### config.mk
export PLATFORM = sky130hd
export DESIGN_NAME = conditional_nesting_gate_unit_flat
export DESIGN_NICKNAME = d
export VERILOG_FILES = /design/src/cng_pkg.sv /design/src/cng_if.sv /design/src/cng_core.sv /design/src/conditional_nesting_gate_unit.sv /design/src/flat_wrapper.sv
export SDC_FILE = /design/constraint.sdc
export NUM_CORES = 1
export LEC_CHECK = 0
export BUFFER_PORTS_ARGS = -buffer_cell sky130_fd_sc_hd__buf_2
export CAP_MARGIN = 20
export CORE_ASPECT_RATIO = 1.5
export CORE_MARGIN = 3
export CORE_UTILIZATION = 40
export CTS_CLUSTER_SIZE = 14
export DETAILED_ROUTE_END_ITERATION = 8
export HOLD_SLACK_MARGIN = 0.05
export PLACE_DENSITY = 0.56
export SLEW_MARGIN = 10
export SYNTH_ARGS = -nofsm -noshare
export SYNTH_HDL_FRONTEND = slang
export SYNTH_SLANG_ARGS = --single-unit
### constraint.sdc
create_clock -name clk -period 7.1 [get_ports clk]
set_input_delay 0.355 -clock clk [delete_from_list [all_inputs] [get_ports clk]]
set_output_delay 0.355 -clock clk [all_outputs]
set_load 0.01 [all_outputs]
### src/cng_pkg.sv
// Shared constants, codes and payload types for the conditional nesting gate.
package cng_pkg;

  localparam int STACK_DEPTH = 16;
  localparam int SKIP_MAX    = 255;

  localparam int FUNC_W  = 3;
  localparam int VALUE_W = 32;
  localparam int OPEN_W  = 5;
  localparam int ERR_W   = 2;

  localparam int CNT_W  = $clog2(STACK_DEPTH + 1);
  localparam int IDX_W  = (STACK_DEPTH > 1) ? $clog2(STACK_DEPTH) : 1;
  localparam int SKIP_W = $clog2(SKIP_MAX + 1);

  localparam logic [FUNC_W-1:0] EV_IF     = 3'd0;
  localparam logic [FUNC_W-1:0] EV_ELSE   = 3'd1;
  localparam logic [FUNC_W-1:0] EV_SWITCH = 3'd2;
  localparam logic [FUNC_W-1:0] EV_CASE   = 3'd3;
  localparam logic [FUNC_W-1:0] EV_END    = 3'd4;

  localparam logic [ERR_W-1:0] ERR_OK      = 2'd0;
  localparam logic [ERR_W-1:0] ERR_FULL    = 2'd1;
  localparam logic [ERR_W-1:0] ERR_NO_OPEN = 2'd2;

  typedef struct packed {
    logic [FUNC_W-1:0]         func;
    logic signed [VALUE_W-1:0] value;
  } cng_event_t;

  typedef struct packed {
    logic              output_enabled;
    logic [OPEN_W-1:0] open_depth;
    logic [ERR_W-1:0]  error_code;
  } cng_result_t;

endpackage

### src/cng_if.sv
// Valid/ready channel interfaces for the event input and the result output.
interface cng_in_if;
  import cng_pkg::*;

  logic                      valid;
  logic                      ready;
  logic [FUNC_W-1:0]         func;
  logic signed [VALUE_W-1:0] value;

  modport source (output valid, output func, output value, input ready);
  modport sink   (input valid, input func, input value, output ready);
endinterface

interface cng_out_if;
  import cng_pkg::*;

  logic              valid;
  logic              ready;
  logic              output_enabled;
  logic [OPEN_W-1:0] open_depth;
  logic [ERR_W-1:0]  error_code;

  modport source (output valid, output output_enabled, output open_depth,
                  output error_code, input ready);
  modport sink   (input valid, input output_enabled, input open_depth,
                  input error_code, output ready);
endinterface

### src/cng_core.sv
// Condition stack, output flag and skip counter, updated once per stepped item.
module cng_core (
  input  logic                 clk,
  input  logic                 rst_n,
  input  logic                 step,
  input  cng_pkg::cng_event_t  ev,
  output cng_pkg::cng_result_t res
);
  import cng_pkg::*;

  logic [VALUE_W-1:0] cond_r [STACK_DEPTH];
  logic [CNT_W-1:0]   count_r, count_nxt;
  logic               off_r, off_nxt;
  logic [SKIP_W-1:0]  skip_r, skip_nxt;
  logic [ERR_W-1:0]   err;
  logic               push;
  logic [IDX_W-1:0]   top_idx;
  logic [VALUE_W-1:0] top_val;
  logic               is_empty;
  logic               is_full;
  logic               skipping;

  assign top_idx  = IDX_W'(count_r - CNT_W'(1));
  assign top_val  = cond_r[top_idx];
  assign is_empty = (count_r == '0);
  assign is_full  = (count_r == CNT_W'(STACK_DEPTH));
  assign skipping = (skip_r != '0);

  always_comb begin
    count_nxt = count_r;
    off_nxt   = off_r;
    skip_nxt  = skip_r;
    err       = ERR_OK;
    push      = 1'b0;
    case (ev.func)
      EV_IF, EV_SWITCH: begin
        if (off_r) begin
          // Constructs opened inside disabled text are only counted.
          if (skip_r != SKIP_W'(SKIP_MAX)) begin
            skip_nxt = skip_r + SKIP_W'(1);
          end
        end else if (is_full) begin
          err = ERR_FULL;
        end else begin
          push      = 1'b1;
          count_nxt = count_r + CNT_W'(1);
          off_nxt   = (ev.func == EV_SWITCH) ? 1'b1 : (ev.value == '0);
        end
      end
      EV_ELSE, EV_CASE: begin
        if (!skipping) begin
          if (is_empty) begin
            err = ERR_NO_OPEN;
          end else if (ev.func == EV_ELSE) begin
            off_nxt = (top_val != '0);
          end else begin
            off_nxt = (top_val != VALUE_W'(ev.value));
          end
        end
      end
      EV_END: begin
        if (skipping) begin
          skip_nxt = skip_r - SKIP_W'(1);
        end else if (is_empty) begin
          err = ERR_NO_OPEN;
        end else begin
          count_nxt = count_r - CNT_W'(1);
          off_nxt   = 1'b0;
        end
      end
      default: begin
      end
    endcase
  end

  assign res.output_enabled = !off_nxt;
  assign res.open_depth     = OPEN_W'(count_nxt);
  assign res.error_code     = err;

  always_ff @(posedge clk) begin
    if (step && push) begin
      cond_r[count_r[IDX_W-1:0]] <= VALUE_W'(ev.value);
    end
  end

  always_ff @(posedge clk) begin
    if (!rst_n) begin
      count_r <= '0;
      off_r   <= 1'b0;
      skip_r  <= '0;
    end else if (step) begin
      count_r <= count_nxt;
      off_r   <= off_nxt;
      skip_r  <= skip_nxt;
    end
  end

  a_count_bound: assert property (@(posedge clk) disable iff (!rst_n)
    count_r <= CNT_W'(STACK_DEPTH))
    else $error("stack count beyond its depth");

  a_skip_bound: assert property (@(posedge clk) disable iff (!rst_n)
    skip_r <= SKIP_W'(SKIP_MAX))
    else $error("skip counter beyond its ceiling");

  a_skip_means_off: assert property (@(posedge clk) disable iff (!rst_n)
    skipping |-> off_r)
    else $error("skip counter nonzero while output is enabled");

  a_full_holds: assert property (@(posedge clk) disable iff (!rst_n)
    step && err == ERR_FULL |=> $stable(count_r))
    else $error("stack count changed on a rejected push");

endmodule

### src/conditional_nesting_gate_unit.sv
// Top level of the conditional nesting gate: input stage, core and result register.
//
//   Channel  | Dir | Handshake          | Payload
//   ---------+-----+--------------------+-----------------------------------------
//   in_ch    | in  | valid / ready      | func [2:0], value [31:0] signed
//   out_ch   | out | valid / ready      | output_enabled, open_depth [4:0],
//            |     |                    | error_code [1:0]
//
// One item is accepted per cycle unless the output stalls: the item is captured in
// the input stage, then the core evaluates it against the stack top and the result
// is captured in the output register in the same cycle as the stack state updates.
// This rate is set by the read-modify-write of the stack top and flags on each advance.
// Reset is synchronous and active low; it clears the stack count, the output
// flag, the skip counter and both stage valid bits. Stack contents are not
// cleared, as only pushed entries are ever read.
// When the result register is full and not taken, the input stage holds its
// item and the input stops accepting once that stage is also occupied.
module conditional_nesting_gate_unit (
  input logic      clk,
  input logic      rst_n,
  cng_in_if.sink   in_ch,
  cng_out_if.source out_ch
);
  import cng_pkg::*;

  logic        s1_valid_r;
  cng_event_t  s1_ev_r;
  logic        out_valid_r;
  cng_result_t out_res_r;
  cng_result_t core_res;
  logic        advance;
  logic        in_take;

  // The captured item moves on when the result register is free or being
  // emptied in this cycle; the core state updates only on that move.
  assign advance     = s1_valid_r && (!out_valid_r || out_ch.ready);
  assign in_ch.ready = !s1_valid_r || advance;
  assign in_take     = in_ch.valid && in_ch.ready;

  always_ff @(posedge clk) begin
    if (!rst_n) begin
      s1_valid_r <= 1'b0;
    end else if (in_ch.ready) begin
      s1_valid_r <= in_ch.valid;
    end
  end

  always_ff @(posedge clk) begin
    if (in_take) begin
      s1_ev_r.func  <= in_ch.func;
      s1_ev_r.value <= in_ch.value;
    end
  end

  cng_core u_core (
    .clk   (clk),
    .rst_n (rst_n),
    .step  (advance),
    .ev    (s1_ev_r),
    .res   (core_res)
  );

  always_ff @(posedge clk) begin
    if (!rst_n) begin
      out_valid_r <= 1'b0;
    end else if (advance) begin
      out_valid_r <= 1'b1;
    end else if (out_ch.ready) begin
      out_valid_r <= 1'b0;
    end
  end

  always_ff @(posedge clk) begin
    if (advance) begin
      out_res_r <= core_res;
    end
  end

  assign out_ch.valid          = out_valid_r;
  assign out_ch.output_enabled = out_res_r.output_enabled;
  assign out_ch.open_depth     = out_res_r.open_depth;
  assign out_ch.error_code     = out_res_r.error_code;

endmodule

### src/flat_wrapper.sv
// flat-port wrapper written by rule: the top's interface ports become plain ports
module conditional_nesting_gate_unit_flat import cng_pkg::*;
  (clk, rst_n, in_ch_valid, in_ch_func, in_ch_value, in_ch_ready, out_ch_valid, out_ch_output_enabled, out_ch_open_depth, out_ch_error_code, out_ch_ready);
  cng_in_if in_ch_i ();
  cng_out_if out_ch_i ();
  input logic clk;
  input logic rst_n;
  input wire logic [$bits(in_ch_i.valid)-1:0] in_ch_valid;
  input wire logic [$bits(in_ch_i.func)-1:0] in_ch_func;
  input wire logic [$bits(in_ch_i.value)-1:0] in_ch_value;
  output wire logic [$bits(in_ch_i.ready)-1:0] in_ch_ready;
  output wire logic [$bits(out_ch_i.valid)-1:0] out_ch_valid;
  output wire logic [$bits(out_ch_i.output_enabled)-1:0] out_ch_output_enabled;
  output wire logic [$bits(out_ch_i.open_depth)-1:0] out_ch_open_depth;
  output wire logic [$bits(out_ch_i.error_code)-1:0] out_ch_error_code;
  input wire logic [$bits(out_ch_i.ready)-1:0] out_ch_ready;
  assign in_ch_i.valid = in_ch_valid;
  assign in_ch_i.func = in_ch_func;
  assign in_ch_i.value = in_ch_value;
  assign in_ch_ready = in_ch_i.ready;
  assign out_ch_valid = out_ch_i.valid;
  assign out_ch_output_enabled = out_ch_i.output_enabled;
  assign out_ch_open_depth = out_ch_i.open_depth;
  assign out_ch_error_code = out_ch_i.error_code;
  assign out_ch_i.ready = out_ch_ready;
  conditional_nesting_gate_unit u_core (.clk(clk), .rst_n(rst_n), .in_ch(in_ch_i), .out_ch(out_ch_i));
endmodule
==> results of run 1 <==
[worst max-delay path: cells and delay by family, from the launching register on]
family | cells | cell delay [ps]
buffers and inverters | 2 | 740
multiplexers | 1 | 340
adder cells (fa/ha/maj) | 1 | 840
flip-flops | 1 | 760
AND/OR/NAND/NOR | 3 | 580
AO/OA/AOI/OAI | 4 | 1570
[through the flow]
step	hold slack [ps]	power, mW	cell area (µm²)	setup WS [ps]	instances
after CTS	64.0	7.06	27200	2040	2246
after floorplan	454	4.10	23900	1610	1318
final	92.4	6.98	27200	2050	2247
after detailed placement	503	4.25	25200	2060	2122
after global placement	493	4.25	25200	2060	2122
after global routing	91.2	7.22	27200	1770	2247
[worst paths after layout]
check,startpoint,endpoint,slack [ps],cells past startpoint
setup reg to reg,u_core.u_core.count_r[0],u_core.out_ch.output_enabled,2050,11
hold / removal,out_ch_ready,u_core.out_ch.valid,90,3
setup / recovery,u_core.u_core.count_r[0],u_core.out_ch.output_enabled,2050,11
hold reg to reg,u_core.u_core.skip_r[7],u_core.u_core.skip_r[7],510,2
[layout by cell type (no fill, tap or decap), types with 9 or more instances in the layout]
cell	netlist	final
buf_2	28	48
dlygate4sd3_1	0	36
dfxtp_1	16	15
nand4_1	12	12
nand3_1	26	26
nor3_1	28	20
mux4_2	99	99
o21ai_0	23	23
a21oi_1	25	25
mux4_1	10	10
nor2b_1	13	13
clkbuf_16	0	55
nor4_1	17	14
ha_1	10	9
nand2_1	62	62
edfxtp_1	555	555
nor2_1	47	42
xor2_1	13	13
buf_4	5	44
xnor2_1	24	22
mux2i_1	116	116
clkinv_1	1	10
inv_1	22	22
[power groups by stage]
stage               registers (mW)  logic [mW]  clock network, mW
floorplan                     3.83       0.269                  0
global placement              3.84       0.401                  0
detailed placement            3.85       0.402                  0
CTS                           3.78       0.420               2.86
global route                  3.78       0.445               2.99
finish                        3.78       0.415               2.79
[timing repair]
action | CTS | global route
hold buffers | 36 | 0
endpoints found under the hold margin | 36 | 0
setup endpoints to repair | 0 | 0
[registers in the layout, indices dropped and copies added, names as in the netlist, named ones only]
signal and cells:
u_core.u_core.count_r 5, u_core.u_core.skip_r 8, u_core.out_ch.error_code 2, u_core.out_ch.output_enabled 1, u_core.u_core.cond_r 512, u_core.s1_ev_r 35
u_core.out_ch.open_depth 5, u_core.s1_valid_r 1, u_core.out_ch.valid 1
[layer usage]
metal	track usage [%]	share of wire, %
met5	0	0
met3	2.67	5.4
met1	25.1	39
met4	6.74	3.6
met2	34.2	52
[cell type report]
type	count	area [µm²]	area share [%]
clock buffer	63	1410	5.16
sequential	571	17000	62.4
timing repair buffer	129	951	3.49
multi-input combinational	658	6560	24.1
tap	777	972	3.57
inverter	24	90.1	0.331
clock inverter	25	264	0.969
[cells by family after synthesis]
kind of cell / Yosys count
and+or+nand+nor: 240
AOI/OAI and AO/OA: 134
adders and majority gates: 11
buffers and inverters: 89
DFF: 571
xor gates and xnor gates: 39
muxes: 234
==> run summary, run 1 <==
Post-Synth Simple-Gate Area: 5.00%
Core Footprint: 0.0591 mm²
HPWL after DPL: 36,000 µm
max-slew violations: 0
H-tree depth: 2
post-synthesis adder-cell area fraction: 0.606%
Post-synth top cells: 555 x edfxtp_1, 116 x mux2i_1, 99 x mux4_2
Final Cycle Share: 71.1%
post-detailed-route count of antenna-violating nets: 0
nets: 1,488
register area share after synthesis: 71.0%
Synth Area in Compound Gates: 4.03%
Initial Utilization: 40.5%
Leakage: 8.77 nW
status: complete, no violations
Setup crit end kind: flop
max_cap viols: 0
Top cell by count, worst path: a2111oi_0
initial DRC count: 1,204
clock buffer depth: 3
initial antenna violation count: 0
post-synthesis xor/xnor area fraction: 1.54%
worst path required time: 7570 ps
routability congestion estimate: 0.876
most common cell in the synthesized netlist: edfxtp_1
layout cells sized above 1: 20.5%
Final setup viols: 0
Mapped Cells: 1,318
vias in the first global route: 13,000
switching part of the total power: 21.5%
Seq pwr share: 54.1%
clock sinks: 571
FP Rows: 109
worst slew pin tran: 927 ps
Skew-Pair Late Insertion Delay: 610 ps
Ys Warns: 0
GR Overflow Total: 0
IO Pins: 49
critical path, cell by cell: inv_2 -> ha_4 -> buf_4 -> mux2i_1 -> a2111oi_0 -> a2111oi_0 -> a31oi_1 -> nor4b_1 -> nand4_1 -> o31ai_1 -> and2_1
Clock Skew: 14.6 ps
critical path peak fanout: 49
setup bufs post-CTS: 0
Yosys top cell area share: 69.6%
ys async rst share: 0%
Syn Std Cell Area: 0.0239 mm²
Core Util, Final: 46.1%
Comb pwr share: 5.9%
CTS buffer count: 54
Power Internal: 5.48 mW
Global Route Usage Sum: 19.6%
critical path class: reg2reg
startpoint types: flop
Die Wd: 206 µm
Routed wire per std cell: 27.4 µm
CTS tree: built
TNS Setup: 0 ps
syn avg cell area: 18.2 µm²
ys flop type: edfxtp_1
largest area contributor in the netlist: edfxtp_1
die outline area: 0.0629 mm²
Clock Tree Root: clkbuf_16
Worst Hold Class: in2reg
FMAX: 198 MHz
worst rel slew slack: 38.2%
FF+latch count, synth: 571
Port Buffer Count: 48
final worst path period need: 5050 ps
max incr delay on CP: 840 ps
CTS resizes: 0
Diodes inserted: 0
peak supply drop: 174 µV
first-pass GRT wire length: 89,600 µm
crit path max-delay cell type: ha_4
first-pass detailed-route iteration total: 8
largest family of logic cells by synthesized area: multiplexers
synthesis-to-finish area growth: 13.8%
Synth cell types: 75
Vias: 12,900
fill count: 5,006
power per cell area: 256 mW/mm²
via/cell ratio: 5.74
top cells by area, synth: edfxtp_1 70%, mux4_2 9.3%, mux2i_1 4.9%
RSZ-0062 raised after global routing: no
largest net degree at the start of global routing: 56
clock group share of total power: 40.0%
Hold Violations, Final: 0
clock-pin slew on the worst setup and hold paths: 60 ps
multiplexer share of the synthesized area: 15.7%
Critical Path AT: 5520 ps
die height: 306 µm
wirelength, routed: 61,600 µm
DRC viols: 0
EDFF count, synth: 555
Switch Pwr: 1.50 mW
Synthesized Nets: 1,368
Note: power is estimated with default switching activity, not from simulation.
==> run 2, diff against run 1 <==
==> constraint.sdc (replaced) <==
create_clock -name clk -period 4.68 [get_ports clk]
set_input_delay 0.234 -clock clk [delete_from_list [all_inputs] [get_ports clk]]
set_output_delay 0.234 -clock clk [all_outputs]
set_load 0.01 [all_outputs]
==> run 2 against run 1 <==
  * Setup slack lost 1700 ps
  * Sequential power grew 52%
  * Clock skew grew 5.4 ps
  * Critical path depth grew 3
  * Register-to-register slack lost 1700 ps
  * Routed wire length grew 3.7%
  * Fmax grew 17%
  * First-iteration DRC count grew 6.5%
  * Design area grew 1.0%
  * Sequential share of layout area shrank 0.64 points
  * Flip-flop and latch count is the same
  * Worst hold slack gained 240 ps
  * Largest power group unchanged
  * Highest routed layer is now met5
==> run summary, run 2 (same netlist as run 1, synthesis figures left out) <==
status: complete, no violations
post-route setup slack: 351 ps (-1700 ps)
die outline area: 0.0629 mm² (unchanged)
max_cap viols: 0 (unchanged)
die height: 306 µm (unchanged)
number of instances in the placed design: 2,142 (+0.94%)
via/cell ratio: 5.78 (+0.68%)
commonest non-fill, non-tap cell in the layout: edfxtp_1
Worst Hold Class: in2reg
layout cells sized above 1: 21.5% (+0.92 points)
WHS Path Cells: 2 (-1)
synthesis-to-finish area growth: 15.0%
FMAX: 231 MHz (+17%)
Final setup viols: 0 (unchanged)
Top cell by count, worst path: buf_4
Port Buffer Count: 48 (unchanged)
Initial Utilization: 40.5% (unchanged)
power per cell area: 387 mW/mm² (+51%)
fill count: 4,981 (-0.50%)
critical path peak fanout: 27 (-45%)
crit path max-delay cell type: ha_4
Setup crit end kind: flop
H-tree depth: 2 (unchanged)
Critical Path AT: 4790 ps (-730 ps)
post-detailed-route count of antenna-violating nets: 0 (unchanged)
Skew-Pair Late Insertion Delay: 610 ps (about the same)
routability congestion estimate: 0.893 (+2.0%)
FP Rows: 109 (unchanged)
CTS buffer count: 55 (+1.9%)
nets: 1,513 (+1.7%)
worst slew pin tran: 1160 ps (+233 ps)
reg-to-reg critical path startpoint: u_core.u_core.count_r[1]
worst reg2reg setup slack: 350 ps (-1700 ps)
worst reg2reg path endpoint: u_core.out_ch.output_enabled
Core Util, Final: 46.6% (+0.48 points)
initial DRC count: 1,282 (+6.5%)
max-slew violations: 0 (unchanged)
Routed wire per std cell: 28.0 µm (+2.1%)
peak supply drop: 310 µV (+78%)
clock-pin slew on the worst setup and hold paths: 70 ps (about the same)
FF+latch area: 0.0170 mm² (unchanged)
footprint of the multi-input gates: 0.00656 mm² (unchanged)
Hold Violations, Final: 0 (unchanged)
worst rel slew slack: 22.5% (-16 points)
Final Cycle Share: 92.5% (+21 points)
clock sinks: 571 (unchanged)
final worst path period need: 4330 ps (-716 ps)
Diodes inserted: 0 (unchanged)
startpoint types: flop
pre-CTS setup slack: 385 ps (-1680 ps)
Global Route Usage Sum: 20.4% (+0.84 points)
first-pass detailed-route iteration total: 5 (-3)
CP startpoint: u_core.u_core.count_r[1]
worst path required time: 5140 ps (-2430 ps)
Non-Filler Instances: 2,282 (+1.6%)
Vias: 13,200 (+2.2%)
first-pass GRT wire length: 93,400 µm (+4.3%)
Core Footprint: 0.0591 mm² (unchanged)
Clock Tree Root: clkbuf_16
CTS tree: built
Clock Skew: 20.0 ps (+5.42 ps)
largest net degree at the start of global routing: 62 (+11%)
CP endpoint: u_core.out_ch.output_enabled
GR Overflow Total: 0 (unchanged)
wirelength, routed: 63,800 µm (+3.7%)
clock buffer depth: 3 (unchanged)
setup bufs post-CTS: 0 (unchanged)
design area: 0.0275 mm² (+1.0%)
Die Wd: 206 µm (unchanged)
critical path class: reg2reg
vias in the first global route: 13,500 (+4.3%)
worst reg2reg path depth: 14 (+3)
DRC viols: 0 (unchanged)
max incr delay on CP: 620 ps (-220 ps)
HPWL after DPL: 38,900 µm (+7.9%)
CTS resizes: 0 (unchanged)
initial antenna violation count: 1 (+1)
Leakage: 8.91 nW (+1.6%)
IO Pins: 49 (unchanged)
critical path, cell by cell: inv_1 -> ha_4 -> buf_4 -> mux4_2 -> mux2i_1 -> buf_4 -> nor2_1 -> a2111oi_0 -> buf_4 -> a31oi_1 -> nor4b_1 -> nand4_1 -> o31ai_1 -> and2_1
hold_buf cts: 41 (+14%)
WHS: 328 ps (+236 ps)
RSZ-0062 raised after global routing: no
Post-DP Area: 0.0254 mm² (+0.83%)
most frequent cells in the layout: 555 x edfxtp_1, 116 x mux2i_1, 99 x mux4_2, 62 x nand2_1, 57 x buf_4
max reg flops: 512 (unchanged)
run 2: stage by stage:
step	power (mW)	TNS, ps
floorplan	6.22	-77690
CTS	10.8	0
finish	10.6	0
global route	11.0	0
detailed placement	6.47	0
global placement	6.47	0
run 2: worst max-delay path: cells and delay by family (launching register included):
family	cells	cell delay, ps
mux	2	640
buf+inv	4	850
compound gates	3	940
simple gates	4	620
fa+ha+maj	1	620
flops	1	500
run 2: how the worst min path moves through the flow:
stage,startpoint,endpoint,slack [ps]
after CTS,in_ch_value[30],u_core.s1_ev_r[30],290
after detailed placement,in_ch_func[1],u_core.s1_ev_r[33],410
after global placement,in_ch_value[8],u_core.s1_ev_r[8],410
after floorplan,in_ch_value[0],u_core.s1_ev_r[0],330
after global routing,in_ch_value[30],u_core.s1_ev_r[30],310
final,in_ch_value[30],u_core.s1_ev_r[30],330
run 2: area by class of cell:
class,instances,area share [%]
flip-flops and latches,571,61.7
multi-input cells,658,23.9
clock buffers,66,5.15
repair buffers,153,4.37
well taps,777,3.53
clock inverters,33,1.02
inverters,24,0.327
run 2: metal layers:
metal | track usage, % | vias up | part of all wire, %
li1 | - | 5647 | -
met1 | 26.0 | 6902 | 39
met2 | 35.7 | 496 | 52
met3 | 2.71 | 137 | 5.5
met4 | 7.17 | 2 | 3.5
met5 | 0 | - | 0.020
run 2: power by group:
| group | total, mW | internal (mW) | switching [mW] |
|---|---|---|---|
| combinational | 0.644 | 0.279 | 0.366 |
| clock | 4.25 | 2.38 | 1.88 |
| sequential | 5.74 | 5.64 | 0.0971 |
==> run 3, diff against run 2 <==
==> constraint.sdc (replaced) <==
create_clock -name clk -period 4.7 [get_ports clk]
set_input_delay 0.235 -clock clk [delete_from_list [all_inputs] [get_ports clk]]
set_output_delay 0.235 -clock clk [all_outputs]
set_load 0.01 [all_outputs]
==> run 3 against run 2 <==
  * Cell count barely moved
  * Worst hold slack is essentially flat
  * Critical path type unchanged
  * Flip-flop and latch count is the same
  * Register-to-register slack improved by 80 ps
  * Largest power group unchanged
  * Critical endpoint unchanged
  * Die area is the same
==> run summary, run 3 (same netlist as run 1, synthesis figures left out) <==
status: complete, no violations
Levels on crit path: 12 (-2)
Die Wd: 206 µm (unchanged)
Clock Skew: 22.6 ps (+2.58 ps)
FMAX: 234 MHz (+1.4%)
max-slew violations: 0 (unchanged)
Initial Utilization: 40.5% (unchanged)
peak supply drop: 287 µV (-7.4%)
initial antenna violation count: 0 (-1)
H-tree depth: 2 (unchanged)
routability congestion estimate: 0.884 (-1.0%)
met3 Track Usage GR: 2.33% (-0.37 points)
WHS Path Cells: 2 (unchanged)
die outline area: 0.0629 mm² (unchanged)
CTS buffer count: 54 (-1.8%)
HPWL after DPL: 38,500 µm (-0.87%)
final worst path period need: 4270 ps (-59.3 ps)
critical path class: reg2reg
Setup crit end kind: flop
clock sinks: 571 (unchanged)
critical path, cell by cell: inv_1 -> ha_4 -> buf_4 -> mux4_2 -> mux2i_1 -> xnor2_1 -> nor3_1 -> a31oi_1 -> nor4_1 -> nand4_1 -> o31ai_1 -> and2_1
layout cells sized above 1: 21.4% (-0.028 points)
worst rel slew slack: 32.9% (+10 points)
critical path peak fanout: 37 (+37%)
IO Pins: 49 (unchanged)
clock buffer depth: 3 (unchanged)
FF+latch area: 0.0170 mm² (unchanged)
DRC viols: 0 (unchanged)
met1 Usage GRT: 26.0% (about the same)
TNS Setup: 0 ps (unchanged)
RSZ-0062 raised after global routing: no
hold path startpoint: in_ch_value[23]
wirelength, routed: 63,500 µm (-0.47%)
CTS tree: built
footprint of the multi-input gates: 0.00656 mm² (unchanged)
Hold Violations, Final: 0 (unchanged)
Core Util, Final: 46.6% (about the same)
Port Buffer Count: 48 (unchanged)
Leakage: 8.91 nW (about the same)
CP startpoint: u_core.u_core.count_r[1]
buffers and inverters on the worst path: 2 (-2)
worst slew pin tran: 1000 ps (-155 ps)
Non-Filler Instances: 2,284 (+0.088%)
M2 GR Usage: 35.3% (-0.46 points)
die height: 306 µm (unchanged)
GR Overflow Total: 0 (unchanged)
Skew-Pair Late Insertion Delay: 610 ps (about the same)
Critical Path AT: 4740 ps (-50 ps)
Pwr Total: 10.6 mW (-0.67%)
max incr delay on CP: 720 ps (+100 ps)
max reg flops: 512 (unchanged)
Final Cycle Share: 90.9% (-1.7 points)
crit path max-delay cell type: ha_4
initial DRC count: 1,355 (+5.7%)
vias in the first global route: 13,600 (+0.67%)
commonest non-fill, non-tap cell in the layout: edfxtp_1
Routed wire per std cell: 27.8 µm (-0.56%)
power per cell area: 384 mW/mm² (-0.65%)
first-pass detailed-route iteration total: 6 (+1)
startpoint types: flop
FP Rows: 109 (unchanged)
number of instances in the placed design: 2,143 (+0.047%)
via/cell ratio: 5.74 (-0.58%)
pre-CTS setup slack: 482 ps (+97.0 ps)
most frequent cells in the layout: 555 x edfxtp_1, 116 x mux2i_1, 99 x mux4_2, 62 x nand2_1, 59 x buf_4
GRT busiest layer: met2
worst reg2reg path depth: 12 (-2)
nets: 1,513 (unchanged)
fill count: 4,976 (-0.10%)
synthesis-to-finish area growth: 15.0% (about the same)
Vias: 13,100 (-0.49%)
CTS resizes: 0 (unchanged)
post-route setup slack: 430 ps (+79.3 ps)
worst path required time: 5170 ps (+30 ps)
max_cap viols: 0 (unchanged)
largest net degree at the start of global routing: 101 (+63%)
first-pass GRT wire length: 93,300 µm (-0.18%)
Final setup viols: 0 (unchanged)
reg-to-reg critical path startpoint: u_core.u_core.count_r[1]
post-detailed-route count of antenna-violating nets: 0 (unchanged)
clock-pin slew on the worst setup and hold paths: 60 ps (about the same)
Diodes inserted: 0 (unchanged)
Core Footprint: 0.0591 mm² (unchanged)
Worst Hold Class: in2reg
Crit path max-delay family: simple AND/OR/NAND/NOR gates
Clock Tree Root: clkbuf_16
Global Route Usage Sum: 20.4% (about the same)
-- run 3: changes by cell type in the layout (fill, tap and decap cells not counted), sizes merged --
cell      change
buf           +1
clkbuf        +1
clkinvlp      -1
inv           +1
-- run 3: where the power goes --
part           internal (mW)  switching, mW  total (mW)  leakage [nW]
clock                   2.34           1.87        4.21         0.822
sequential              5.62         0.0970        5.72          5.15
combinational          0.279          0.363       0.642          2.94
total                   8.24           2.33        10.6          8.91
-- run 3: cell type report --
class	count	share of cell area, %
multi-input cells	658	23.9
repair buffers	154	4.41
clock buffers	67	5.09
clock inverters	33	1.03
inverters	24	0.327
well taps	777	3.53
flip-flops and latches	571	61.8
-- run 3: routing by layer --
layer	up-vias	part of all wire, %
li1	5667	-
met1	6860	39
met2	462	51
met3	130	4.9
met4	0	4.6
met5	-	0
-- run 3: path summary, 6_finish.rpt --
kind | slack, ps | to
worst max register to register | 430 | u_core.out_ch.output_enabled
worst min register to register | 500 | u_core.u_core.skip_r[7]
worst max-delay path | 430 | u_core.out_ch.output_enabled
worst min-delay path | 330 | u_core.s1_ev_r[23]
-- run 3: metrics by stage --
| step | hold WS [ps] | cell area (µm²) |
|---|---|---|
| global route | 315 | 27500 |
| finish | 328 | 27500 |
| global placement | 411 | 25400 |
| floorplan | 334 | 23900 |
| CTS | 293 | 27500 |
| detailed placement | 413 | 25400 |
-- run 3: worst reg2reg max path: cells and delay by family, from the launching register on --
| kind | cells | cell delay (ps) |
|---|---|---|
| AND/OR/NAND/NOR | 4 | 1030 |
| AO/OA/AOI/OAI | 2 | 600 |
| flip-flops | 1 | 490 |
| adder cells (fa/ha/maj) | 1 | 720 |
| multiplexers | 2 | 690 |
| buffers and inverters | 2 | 500 |
| XOR/XNOR | 1 | 120 |
-- run 3: timing repair --
item,4_1_cts,5_1_grt
setup buffers,0,0
endpoints found under the hold margin,49,0
hold buffers,41,0
